File: config.mk
export PLATFORM = sky130hd
export DESIGN_NAME = prime_factorizer
export DESIGN_NICKNAME = d
export VERILOG_FILES = /design/src/rtl/core/pf_pkg.sv /design/src/rtl/core/prime_factorizer.sv /design/src/rtl/core/pf_div.sv
export SDC_FILE = /design/constraint.sdc
export NUM_CORES = 1
export LEC_CHECK = 0
export BUFFER_PORTS_ARGS = -buffer_cell sky130_fd_sc_hd__buf_2
export CAP_MARGIN = 20
export CORE_MARGIN = 8
export CORE_UTILIZATION = 50
export CTS_BUF_LIST = sky130_fd_sc_hd__clkbuf_16
export CTS_CLUSTER_SIZE = 24
export DETAILED_ROUTE_END_ITERATION = 8
export MAX_ROUTING_LAYER = met4
export PLACE_DENSITY = 0.7
export SLEW_MARGIN = 20
export SYNTH_ARGS = -nofsm -noshare
export SYNTH_HDL_FRONTEND = slang
export SYNTH_SLANG_ARGS = --single-unit
export TNS_END_PERCENT = 20
File: constraint.sdc
create_clock -name clk -period 4.5 [get_ports clk]
set_input_delay 0.45 -clock clk [delete_from_list [all_inputs] [get_ports clk]]
set_output_delay 0.45 -clock clk [all_outputs]
set_load 0.02 [all_outputs]
File: src/rtl/core/pf_pkg.sv
package pf_pkg;

  // default operand width and cap on factors per run
  localparam int VALUE_BITS_DEF = 31;
  localparam int MAX_RESULTS    = 30;
  localparam int CNT_W          = $clog2(MAX_RESULTS + 1);

  // sequencer states
  typedef enum logic [2:0] {
    ST_IDLE,
    ST_START,
    ST_WAIT,
    ST_EVAL,
    ST_PUSH,
    ST_FIN,
    ST_FLUSH
  } state_t;

  // which divisor is being stripped
  typedef enum logic [1:0] {
    PH_TWO,
    PH_THREE,
    PH_LO,
    PH_HI
  } phase_t;

endpackage

File: src/rtl/core/prime_factorizer.sv
// work: a prime near 2^31 takes about 7700 candidate pairs, some 15450 divisions, all
//   run on the shared divider
// throughput: one item at a time; s_tready is high only while the sequencer is idle
// factors leave one beat each, ascending, tlast on the final one; 0 and 1 give none
// reset: synchronous active-high rst returns the sequencer to idle and drops any
//   beat not yet taken
module prime_factorizer #(
  parameter int VALUE_BITS = pf_pkg::VALUE_BITS_DEF
) (
  input  logic                                 clk,
  input  logic                                 rst,
  input  logic                                 s_tvalid,
  output logic                                 s_tready,
  input  logic [((VALUE_BITS + 7) / 8) * 8-1:0] s_tdata,  // value
  output logic                                 m_tvalid,
  input  logic                                 m_tready,
  output logic [((VALUE_BITS + 7) / 8) * 8-1:0] m_tdata,  // factor
  output logic                                 m_tlast
);

  localparam int W  = VALUE_BITS;
  localparam int TW = ((VALUE_BITS + 7) / 8) * 8;

  pf_pkg::state_t state, state_next;
  pf_pkg::phase_t phase;

  logic                   chk;         // bound test pending for this candidate
  logic [W-1:0]           rem;         // remaining cofactor
  logic [W-1:0]           d;           // current trial divisor
  logic [W-1:0]           fac;         // factor found, waiting to enter pend
  logic [W-1:0]           pend;        // held back until we know if it is last
  logic                   pend_valid;
  logic [pf_pkg::CNT_W-1:0] cnt;       // factors taken into this run
  logic [W-1:0]           out_data;

  logic                   div_start;
  logic                   div_done;
  logic [W-1:0]           div_quot;
  logic [W-1:0]           div_rmd;

  logic                   out_free;
  logic                   push_go;
  logic                   flush_go;
  logic                   send_go;
  logic                   is_factor;
  logic                   stop_bound;
  logic [W-1:0]           in_value;

  assign in_value = s_tdata[W-1:0];

  // shared divider: every strip step and bound test uses one rem / d
  pf_div #(
    .W(W)
  ) u_div (
    .clk      (clk),
    .rst      (rst),
    .start    (div_start),
    .dividend (rem),
    .divisor  (d),
    .done     (div_done),
    .quot     (div_quot),
    .rmd      (div_rmd)
  );

  // control outputs of the sequencer
  always_comb begin
    s_tready   = (state == pf_pkg::ST_IDLE);
    div_start  = (state == pf_pkg::ST_START);
    out_free   = !m_tvalid || m_tready;
    push_go    = (state == pf_pkg::ST_PUSH) && (!pend_valid || out_free);
    flush_go   = (state == pf_pkg::ST_FLUSH) && (!pend_valid || out_free);
    // held factor moves into the output beat
    send_go    = (push_go || flush_go) && pend_valid;
    // rem >= d and d divides rem
    is_factor  = (div_quot != '0) && (div_rmd == '0);
    // loop ends once d*d > rem, tested as d > rem / d
    stop_bound = chk && (d > div_quot);
  end

  // next state
  always_comb begin
    state_next = state;
    case (state)
      pf_pkg::ST_IDLE: begin
        if (s_tvalid && (in_value > W'(1))) state_next = pf_pkg::ST_START;
      end
      pf_pkg::ST_START: state_next = pf_pkg::ST_WAIT;
      pf_pkg::ST_WAIT: begin
        if (div_done) state_next = pf_pkg::ST_EVAL;
      end
      pf_pkg::ST_EVAL: begin
        if (stop_bound)     state_next = pf_pkg::ST_FIN;
        else if (is_factor) state_next = pf_pkg::ST_PUSH;
        else                state_next = pf_pkg::ST_START;
      end
      pf_pkg::ST_PUSH: begin
        if (push_go) begin
          if (cnt == pf_pkg::CNT_W'(pf_pkg::MAX_RESULTS - 1)) state_next = pf_pkg::ST_FLUSH;
          else if (rem == W'(1))                              state_next = pf_pkg::ST_FIN;
          else                                                state_next = pf_pkg::ST_START;
        end
      end
      pf_pkg::ST_FIN: begin
        if (rem > W'(1)) state_next = pf_pkg::ST_PUSH;
        else             state_next = pf_pkg::ST_FLUSH;
      end
      pf_pkg::ST_FLUSH: begin
        if (flush_go) state_next = pf_pkg::ST_IDLE;
      end
      default: state_next = pf_pkg::ST_IDLE;
    endcase
  end

  always_ff @(posedge clk) begin
    if (rst) begin
      state      <= pf_pkg::ST_IDLE;
      m_tvalid   <= 1'b0;
      pend_valid <= 1'b0;
      cnt        <= '0;
      chk        <= 1'b0;
      phase      <= pf_pkg::PH_TWO;
    end else begin
      state <= state_next;
      if (send_go)                   m_tvalid <= 1'b1;
      else if (m_tvalid && m_tready) m_tvalid <= 1'b0;

      case (state)
        pf_pkg::ST_IDLE: begin
          if (s_tvalid) begin
            rem        <= in_value;
            d          <= W'(2);
            phase      <= pf_pkg::PH_TWO;
            chk        <= 1'b0;
            cnt        <= '0;
            pend_valid <= 1'b0;
          end
        end
        pf_pkg::ST_EVAL: begin
          if (!stop_bound) begin
            if (is_factor) begin
              fac <= d;
              rem <= div_quot;
              chk <= 1'b0;
            end else begin
              // step through 2, 3, then the 6k-1 / 6k+1 wheel
              case (phase)
                pf_pkg::PH_TWO: begin
                  d     <= W'(3);
                  phase <= pf_pkg::PH_THREE;
                  chk   <= 1'b0;
                end
                pf_pkg::PH_THREE: begin
                  d     <= W'(5);
                  phase <= pf_pkg::PH_LO;
                  chk   <= 1'b1;
                end
                pf_pkg::PH_LO: begin
                  d     <= d + W'(2);
                  phase <= pf_pkg::PH_HI;
                  chk   <= 1'b0;
                end
                pf_pkg::PH_HI: begin
                  d     <= d + W'(4);
                  phase <= pf_pkg::PH_LO;
                  chk   <= 1'b1;
                end
                default: begin
                  phase <= pf_pkg::PH_TWO;
                  chk   <= 1'b0;
                end
              endcase
            end
          end
        end
        pf_pkg::ST_FIN: begin
          // leftover cofactor above one is the largest prime
          if (rem > W'(1)) begin
            fac <= rem;
            rem <= W'(1);
          end
        end
        pf_pkg::ST_PUSH: begin
          if (push_go) begin
            if (pend_valid) begin
              out_data <= pend;
              m_tlast  <= 1'b0;
            end
            pend       <= fac;
            pend_valid <= 1'b1;
            cnt        <= cnt + 1'b1;
          end
        end
        pf_pkg::ST_FLUSH: begin
          if (flush_go && pend_valid) begin
            out_data   <= pend;
            m_tlast    <= 1'b1;
            pend_valid <= 1'b0;
          end
        end
        default: ;
      endcase
    end
  end

  assign m_tdata = TW'(out_data);

`ifndef ASSERT_OFF
  a_idle_no_pend: assert property (@(posedge clk) disable iff (rst)
    s_tready |-> !pend_valid)
    else $error("held factor left over when idle");

  a_cnt_cap: assert property (@(posedge clk) disable iff (rst)
    cnt <= pf_pkg::CNT_W'(pf_pkg::MAX_RESULTS))
    else $error("factor count beyond cap");

  a_wheel_odd: assert property (@(posedge clk) disable iff (rst)
    (state != pf_pkg::ST_IDLE && (phase == pf_pkg::PH_LO || phase == pf_pkg::PH_HI))
      |-> d[0])
    else $error("wheel candidate is even");

  a_push_needs_slot: assert property (@(posedge clk) disable iff (rst)
    (push_go && pend_valid) |-> out_free)
    else $error("factor pushed over an untaken beat");
`endif

endmodule

File: src/rtl/core/pf_div.sv
module pf_div #(
  parameter int W = pf_pkg::VALUE_BITS_DEF
) (
  input  logic         clk,
  input  logic         rst,
  input  logic         start,
  input  logic [W-1:0] dividend,
  input  logic [W-1:0] divisor,
  output logic         done,
  output logic [W-1:0] quot,
  output logic [W-1:0] rmd
);

  localparam int SW = $clog2(W + 1);

  logic          busy;
  logic [SW-1:0] step;
  logic [W-1:0]  q;
  logic [W-1:0]  r;
  logic [W-1:0]  dvs;
  logic [W:0]    rshift;
  logic [W:0]    diff;
  logic          ge;

  // one restoring step per cycle
  always_comb begin
    rshift = {r, q[W-1]};
    diff   = rshift - {1'b0, dvs};
    ge     = !diff[W];
  end

  always_ff @(posedge clk) begin
    if (rst) begin
      busy <= 1'b0;
      done <= 1'b0;
      step <= '0;
    end else begin
      done <= 1'b0;
      if (start) begin
        q    <= dividend;
        r    <= '0;
        dvs  <= divisor;
        step <= SW'(W);
        busy <= 1'b1;
      end else if (busy) begin
        r    <= ge ? diff[W-1:0] : rshift[W-1:0];
        q    <= {q[W-2:0], ge};
        step <= step - 1'b1;
        if (step == SW'(1)) begin
          busy <= 1'b0;
          done <= 1'b1;
        end
      end
    end
  end

  assign quot = q;
  assign rmd  = r;

`ifndef ASSERT_OFF
  a_rmd_below_div: assert property (@(posedge clk) disable iff (rst)
    done |-> (rmd < dvs))
    else $error("remainder not below divisor");

  a_busy_count: assert property (@(posedge clk) disable iff (rst)
    busy |-> (step != '0))
    else $error("divider busy with zero step count");
`endif

endmodule

* Word level (Yosys, flattened, before mapping) *
Index checks and enable logic that the tools add are counted.

storage, ports and cells
  word-level logic and storage cells = 152
  flip-flop bits (word level) = 269
  output and inout port bits = 35

operators by class
  $lt $le $gt $ge = 3
  mux-type cells = 60
  bitwise operators = 2
  reductions and logical operators = 41
  add/subtract/negate cells = 5
  eq/ne operators = 23

operator list
  cell                     count
  $mux W31                 17
  $pmux W31 S2             3
  $pmux W31 S4             1
  $pmux W31 S3             1
  $gt A31 B1 Y1 const B    2
  $sub A32 B31 Y32         1
  $add A31 B2 Y31 const B  1
  $add A31 B3 Y31 const B  1
  $eq A31 B1 Y1 const B    1
  $gt A31 B31 Y1           1
  $logic_not A31 Y1        1
  $reduce_bool A31 Y1      1
  $mux W3                  8
  $pmux W3 S7              1
  $mux W5                  4
  $ne A2 B2 Y1 const B     8
  $reduce_and A5 Y1        3
  $mux W1                  14
  $reduce_and A4 Y1        3
  $reduce_bool A2 Y1       6
  $pmux W5 S2              1
  $eq A3 B3 Y1 const B     3
  $reduce_and A3 Y1        3
  $logic_and A1 B1 Y1      8
  24 further kinds         41

* Depth between registers and ports, before layout *
  depth in word-level cells = 7
  depth in mapped cells = 14
  depth with buffers taken out = 13

* Modules after synthesis *
From an unflattened synthesis, not the netlist that was laid out.

unflattened totals
  cells, all modules = 1229
  area total of the unflattened synthesis = 13775.7 µm²

by module, submodules not included
  module            instances  cells an instance  seq. area each (µm²)  area an instance (µm²)
  prime_factorizer  1          714                4944.7                7951.4
  pf_div            1          515                2932.8                5824.3

* Worst setup path before layout *
Ideal clock, no wire load.

  kind = reg2reg
  from = reg state[0]
  to = reg u_div.q[0] (netlist: u_div.quot[0]) (enable)
  period minus slack after synthesis = 4622 ps
  slack = -122 ps
  library setup time = 482 ps
  cell stages (with the launch flop) = 7
  arrival time = 4140 ps
  path through = dfxtp_1 clkbuf_1 inv_1 nor3_1 clkbuf_1 nor2_1 nor2_1

between the ends
  cells in the longest elaborated chain, start to end = 3

RTL lines
  element                       RTL line                 RTL
  from (decl)                   prime_factorizer.sv:24   pf_pkg::state_t state, state_next;
  from (signal assigned)        prime_factorizer.sv:116  state <= pf_pkg::ST_IDLE;
  from (signal assigned)        prime_factorizer.sv:123  state <= state_next;
  $eq A3 B1 Y1                  prime_factorizer.sv:68   div_start = (state == pf_pkg::ST_START);
  $reduce_bool A2 Y1 (no line)  n/a
  $reduce_and A2 Y1 (no line)   n/a
  to (signal assigned)          pf_div.sv:40             q <= dividend;
  to (signal assigned)          pf_div.sv:47             q <= {q[W-2:0], ge};
  to (decl)                     pf_div.sv:18             logic [W-1:0] q;

Every way passes these cells.
A chain may end at the register's enable or synchronous reset.

* Worst setup path in the final report *
  from = reg u_div.q[18] (netlist: u_div.quot[18])
  to = reg rem[23] (enable)

between the ends
  cells in the longest elaborated chain, start to end = 4
  elaborated cells on any way between the ends = 7

RTL lines
  element                                                RTL line                                        RTL
  $gt A31 B31 Y1 or $reduce_bool A31 Y1 (tied branches)  prime_factorizer.sv:77, prime_factorizer.sv:75
  $logic_and A1 B1 Y1, on equally long branches          prime_factorizer.sv:77, prime_factorizer.sv:75
  $ne A2 B2 Y1 (no line)                                 n/a
  $reduce_and A6 Y1 (no line) (*)                        n/a
  to (signal assigned)                                   prime_factorizer.sv:130                         rem <= in_value;
  to (signal assigned)                                   prime_factorizer.sv:142                         rem <= div_quot;
  to (decl)                                              prime_factorizer.sv:28                          logic [W-1:0] rem;

Every way passes the cells marked *; elsewhere a longest branch is shown, timed or not.

==> metrics.yaml <==
status:
  outcome: "complete, no violations"
synthesis:
  yosysUniqueCellTypes: 61
  synthFlopType: "edfxtp_1"
  synth_edf_count: 249
  yosysWarnings: 0
  synth_area_leader_cell: "edfxtp_1"
  synth_nets: 1278
  ys_seq_elements: 269
  synth.area.top_cells: "edfxtp_1 55%, ha_1 6.3%, o21ai_0 3.4%"
  netlist_area_sq_um: 13600
  postSynthAreaPerCell_sq_um: 11.6
  yosysSeqAreaShare_pct: 58.1
  async_flop_share_pct: 0
  synthCells: 1173
  yosysTopAreaCellShare_pct: 55.2
sta:
  clock.fmax_mhz: 272
  slew_violations: 0
  slew-limit-headroom_pct: 32.8
  worst_pin_slew_ns: 1.01
  hold_viol: 0
  fin_worst_skew_ns: 0.0112
  finalSetupViolations: 0
  period_share_pct: 81.6
  min_period_ns: 3.67
  rsz0062_at_grt: "false"
routing:
  wire_per_inst_microns: 18.9
  top_layer: "met4"
  vias: 9360
  routed_wl_mm: 30.7
  drtIter0Drc: 848
  drc: 0
  wl_met2_mm: 14.4
  dr.pass1.iters: 5
  post_drt_via_cell_ratio: 5.77
  wl_met1_mm: 13.7
  met3RoutedLength_mm: 1.83
  route.antenna.remaining_nets: 0
clock_network:
  cts_setup_buffers: 0
  clk_pin_slew_ns: 0.07
  h-tree-depth: 1
  root_buffer: "clkbuf_16"
  clock_sinks: 269
  insertion_delay_ns: 0.54
  cts_buffers: 28
  clockBufferDepth: 3
  ctsResizeCount: 0
  ctsHoldBuffers: 0
  cts_tree: "yes"
grt:
  grt_pass1_vias: 8881
  grt_max_degree: 89
  grt.total_usage_pct: 18.8
  grt_pass1_wl_mm: 48.2
  antenna_found_initial: 1
  gr-total-overflow: 0
die:
  rows: 60
  die_h_microns: 181
  die_area_sq_um: 32600
  die_w_microns: 181
  core_sq_um: 26800
  initial_utilization_pct: 50.6
  io-pin-count: 71
layout:
  post_route_cells_drive_above_1_share_pct: 15.0
  syn_to_final_growth_pct: 13.4
  multiInputGateArea_sq_um: 5250
  nNetsFinal: 1366
  nFillCells: 2145
  post-route-util_pct: 57.3
  seq_area_sq_um: 7880
  fin_area_sq_um: 15400
  num_antenna_cells: 0
place:
  placed_cell_area_sq_um: 14400
  portBuffers: 68
  hpwl_mm: 21.9
  routabilityCongestion: 0.894
critical_path:
  worst_setup_path_start_kind: "flop"
  cp_cell_sequence: "inv_1 > ha_1 > a21o_1 > a21o_1 > a211o_1 > a21o_1 > a21oi_1 > o221ai_1 > o211ai_1 > buf_4 > a21oi_1 > a311o_1 > a21oi_2 > buf_4"
  critPathMostFrequentCell: "a21o_1"
  end_kind: "flop"
  crit_fanout: 31
  max_stage_delay_ns: 0.41
  critPathKind: "flop to flop"
  worstPathArrival_ns: 3.86
  setup.worst_path.start: "u_div.quot[18]$_DFFE_PP_"
  r2r-start: "u_div.quot[18]$_DFFE_PP_"
  cp.required_ns: 4.69
  crit_family: "compound AO/OA/AOI/OAI gates"
  slowest_stage: "buf_4"
  crit_buf_inv: 3
power:
  p_leak_uw: 0.00583
  peakVddDrop_mv: 0.295
  p_int_uw: 4960
  power-per-cell-area_nw_per_um2: 446
  seqPwrFrac_pct: 45.7
  power.total_uw: 6850
  swShare_pct: 27.6
  pwr-share-clk_pct: 35.1
  p_switching_uw: 1890
  comb_power_share_pct: 19.2
min_path:
  min_from: "s_tdata[22]"
  hp-class: "input pin to flop"
job:
  max-cap-violations: 0
layout by cell type, fill, tap and decap left out, types with 9 or more instances in the layout:
cell type / netlist / layout
mux2_2: 33 / 33
buf_2: 1 / 68
nand4_1: 24 / 24
nand3_1: 26 / 26
xor2_1: 24 / 24
clkbuf_16: 0 / 30
edfxtp_1: 249 / 249
o21ai_0: 91 / 91
nor3_1: 13 / 11
mux2i_1: 25 / 25
dfxtp_1: 20 / 20
a21oi_1: 67 / 64
nand2_1: 114 / 114
nor4_1: 30 / 30
xnor2_1: 32 / 32
and3_1: 12 / 12
ha_1: 68 / 68
or3_1: 9 / 9
a21o_1: 26 / 26
nor2_1: 99 / 95
buf_4: 1 / 27
nand2b_1: 16 / 16
inv_1: 76 / 79
power by group through the flow:
| stage | Sequential, uW | Clock, uW | Combinational [uW] |
|---|---|---|---|
| 5_1_grt | 3150 | 2540 | 1470 |
| 6_report | 3130 | 2410 | 1310 |
| 4_1_cts | 3130 | 2450 | 1310 |
| 3_3_place_gp | 3180 | 0 | 1270 |
| 2_1_floorplan | 3130 | 0 | 1030 |
| 3_5_place_dp | 3180 | 0 | 1310 |
flip-flops by register name (all words and copies together), names as in the netlist:
signal,count
d,31
fac,31
out_data,31
pend,31
rem,31
u_div.dvs,31
u_div.quot,31
u_div.rmd,31
cnt,5
u_div.step,5
state,3
phase,2
chk,1
m_tlast,1
m_tvalid,1
pend_valid,1
u_div.busy,1
u_div.done,1
through the flow:
| step | setup TNS (ns) | worst slack, ns | std cells | hold WS [ns] |
|---|---|---|---|---|
| CTS | 0 | 0.861 | 1623 | 0.181 |
| global placement | 0 | 0.913 | 1572 | 0.400 |
| finish | 0 | 0.828 | 1623 | 0.211 |
| detailed placement | 0 | 0.899 | 1572 | 0.405 |
| global route | 0 | 0.627 | 1623 | 0.201 |
| floorplan | -0.635 | -0.0205 | 1173 | 0.400 |
cells by family (layout without fill, tap and decap cells):
family	count (synthesis)	count (layout)	synth area share, %
simple gates	369	369	13.0
flops	269	269	58.1
compound gates	236	236	10.6
buf+inv	114	223	3.42
fa+ha+maj	69	69	6.43
mux	58	58	4.59
xor+xnor	57	57	3.82
other cells	1	1	0.0277
routing by layer:
layer	vias to the layer above	global-route usage, %
li1	4483	-
met5	-	-
met1	4524	25.3
met2	300	29.4
met3	53	2.56
met4	0	5.22
worst reg2reg max path: stages, from the launching register on:
cell      delay, ns
edfxtp_1       0.39
inv_1          0.14
ha_1           0.26
a21o_1         0.17
a21o_1         0.17
a211o_1        0.28
a21o_1         0.17
a21oi_1        0.14
o221ai_1       0.22
o211ai_1       0.22
buf_4          0.16
a21oi_1        0.07
a311o_1        0.40
a21oi_2        0.11
buf_4          0.41
cells in the mapped netlist (3+ instances only):
cell,n
a211oi_1,7
a211oi_2,3
a21boi_0,3
a21o_1,26
a21oi_1,67
a31oi_1,3
and2_1,6
and3_1,12
and4_1,3
clkbuf_1,31
dfxtp_1,20
edfxtp_1,249
ha_1,68
inv_1,76
mux2_2,33
mux2i_1,25
nand2_1,114
nand2b_1,16
nand3_1,26
nand4_1,24
nor2_1,99
nor2b_1,7
nor3_1,13
nor4_1,30
o211ai_1,6
o21a_1,6
o21ai_0,91
o21bai_1,3
o31ai_1,3
or3_1,9
xnor2_1,32
xor2_1,24
final cells by class:
| class | count | share of cell area, % |
|---|---|---|
| clock inverter | 21 | 1.42 |
| multi-input combinational | 790 | 34.1 |
| tap | 341 | 2.78 |
| sequential | 269 | 51.3 |
| inverter | 76 | 1.86 |
| timing repair buffer | 96 | 3.66 |
| clock buffer | 30 | 4.88 |
worst paths after layout:
kind	depth (start not counted)	endpoint	slack (ns)
setup / recovery	14	rem[23]$_DFFE_PP_	0.83
setup reg to reg	14	rem[23]$_DFFE_PP_	0.83
hold / removal	3	rem[22]$_DFFE_PP_	0.21
hold reg to reg	0	pend[2]$_DFFE_PP_	0.42
Power figures use the tool's default switching activity.
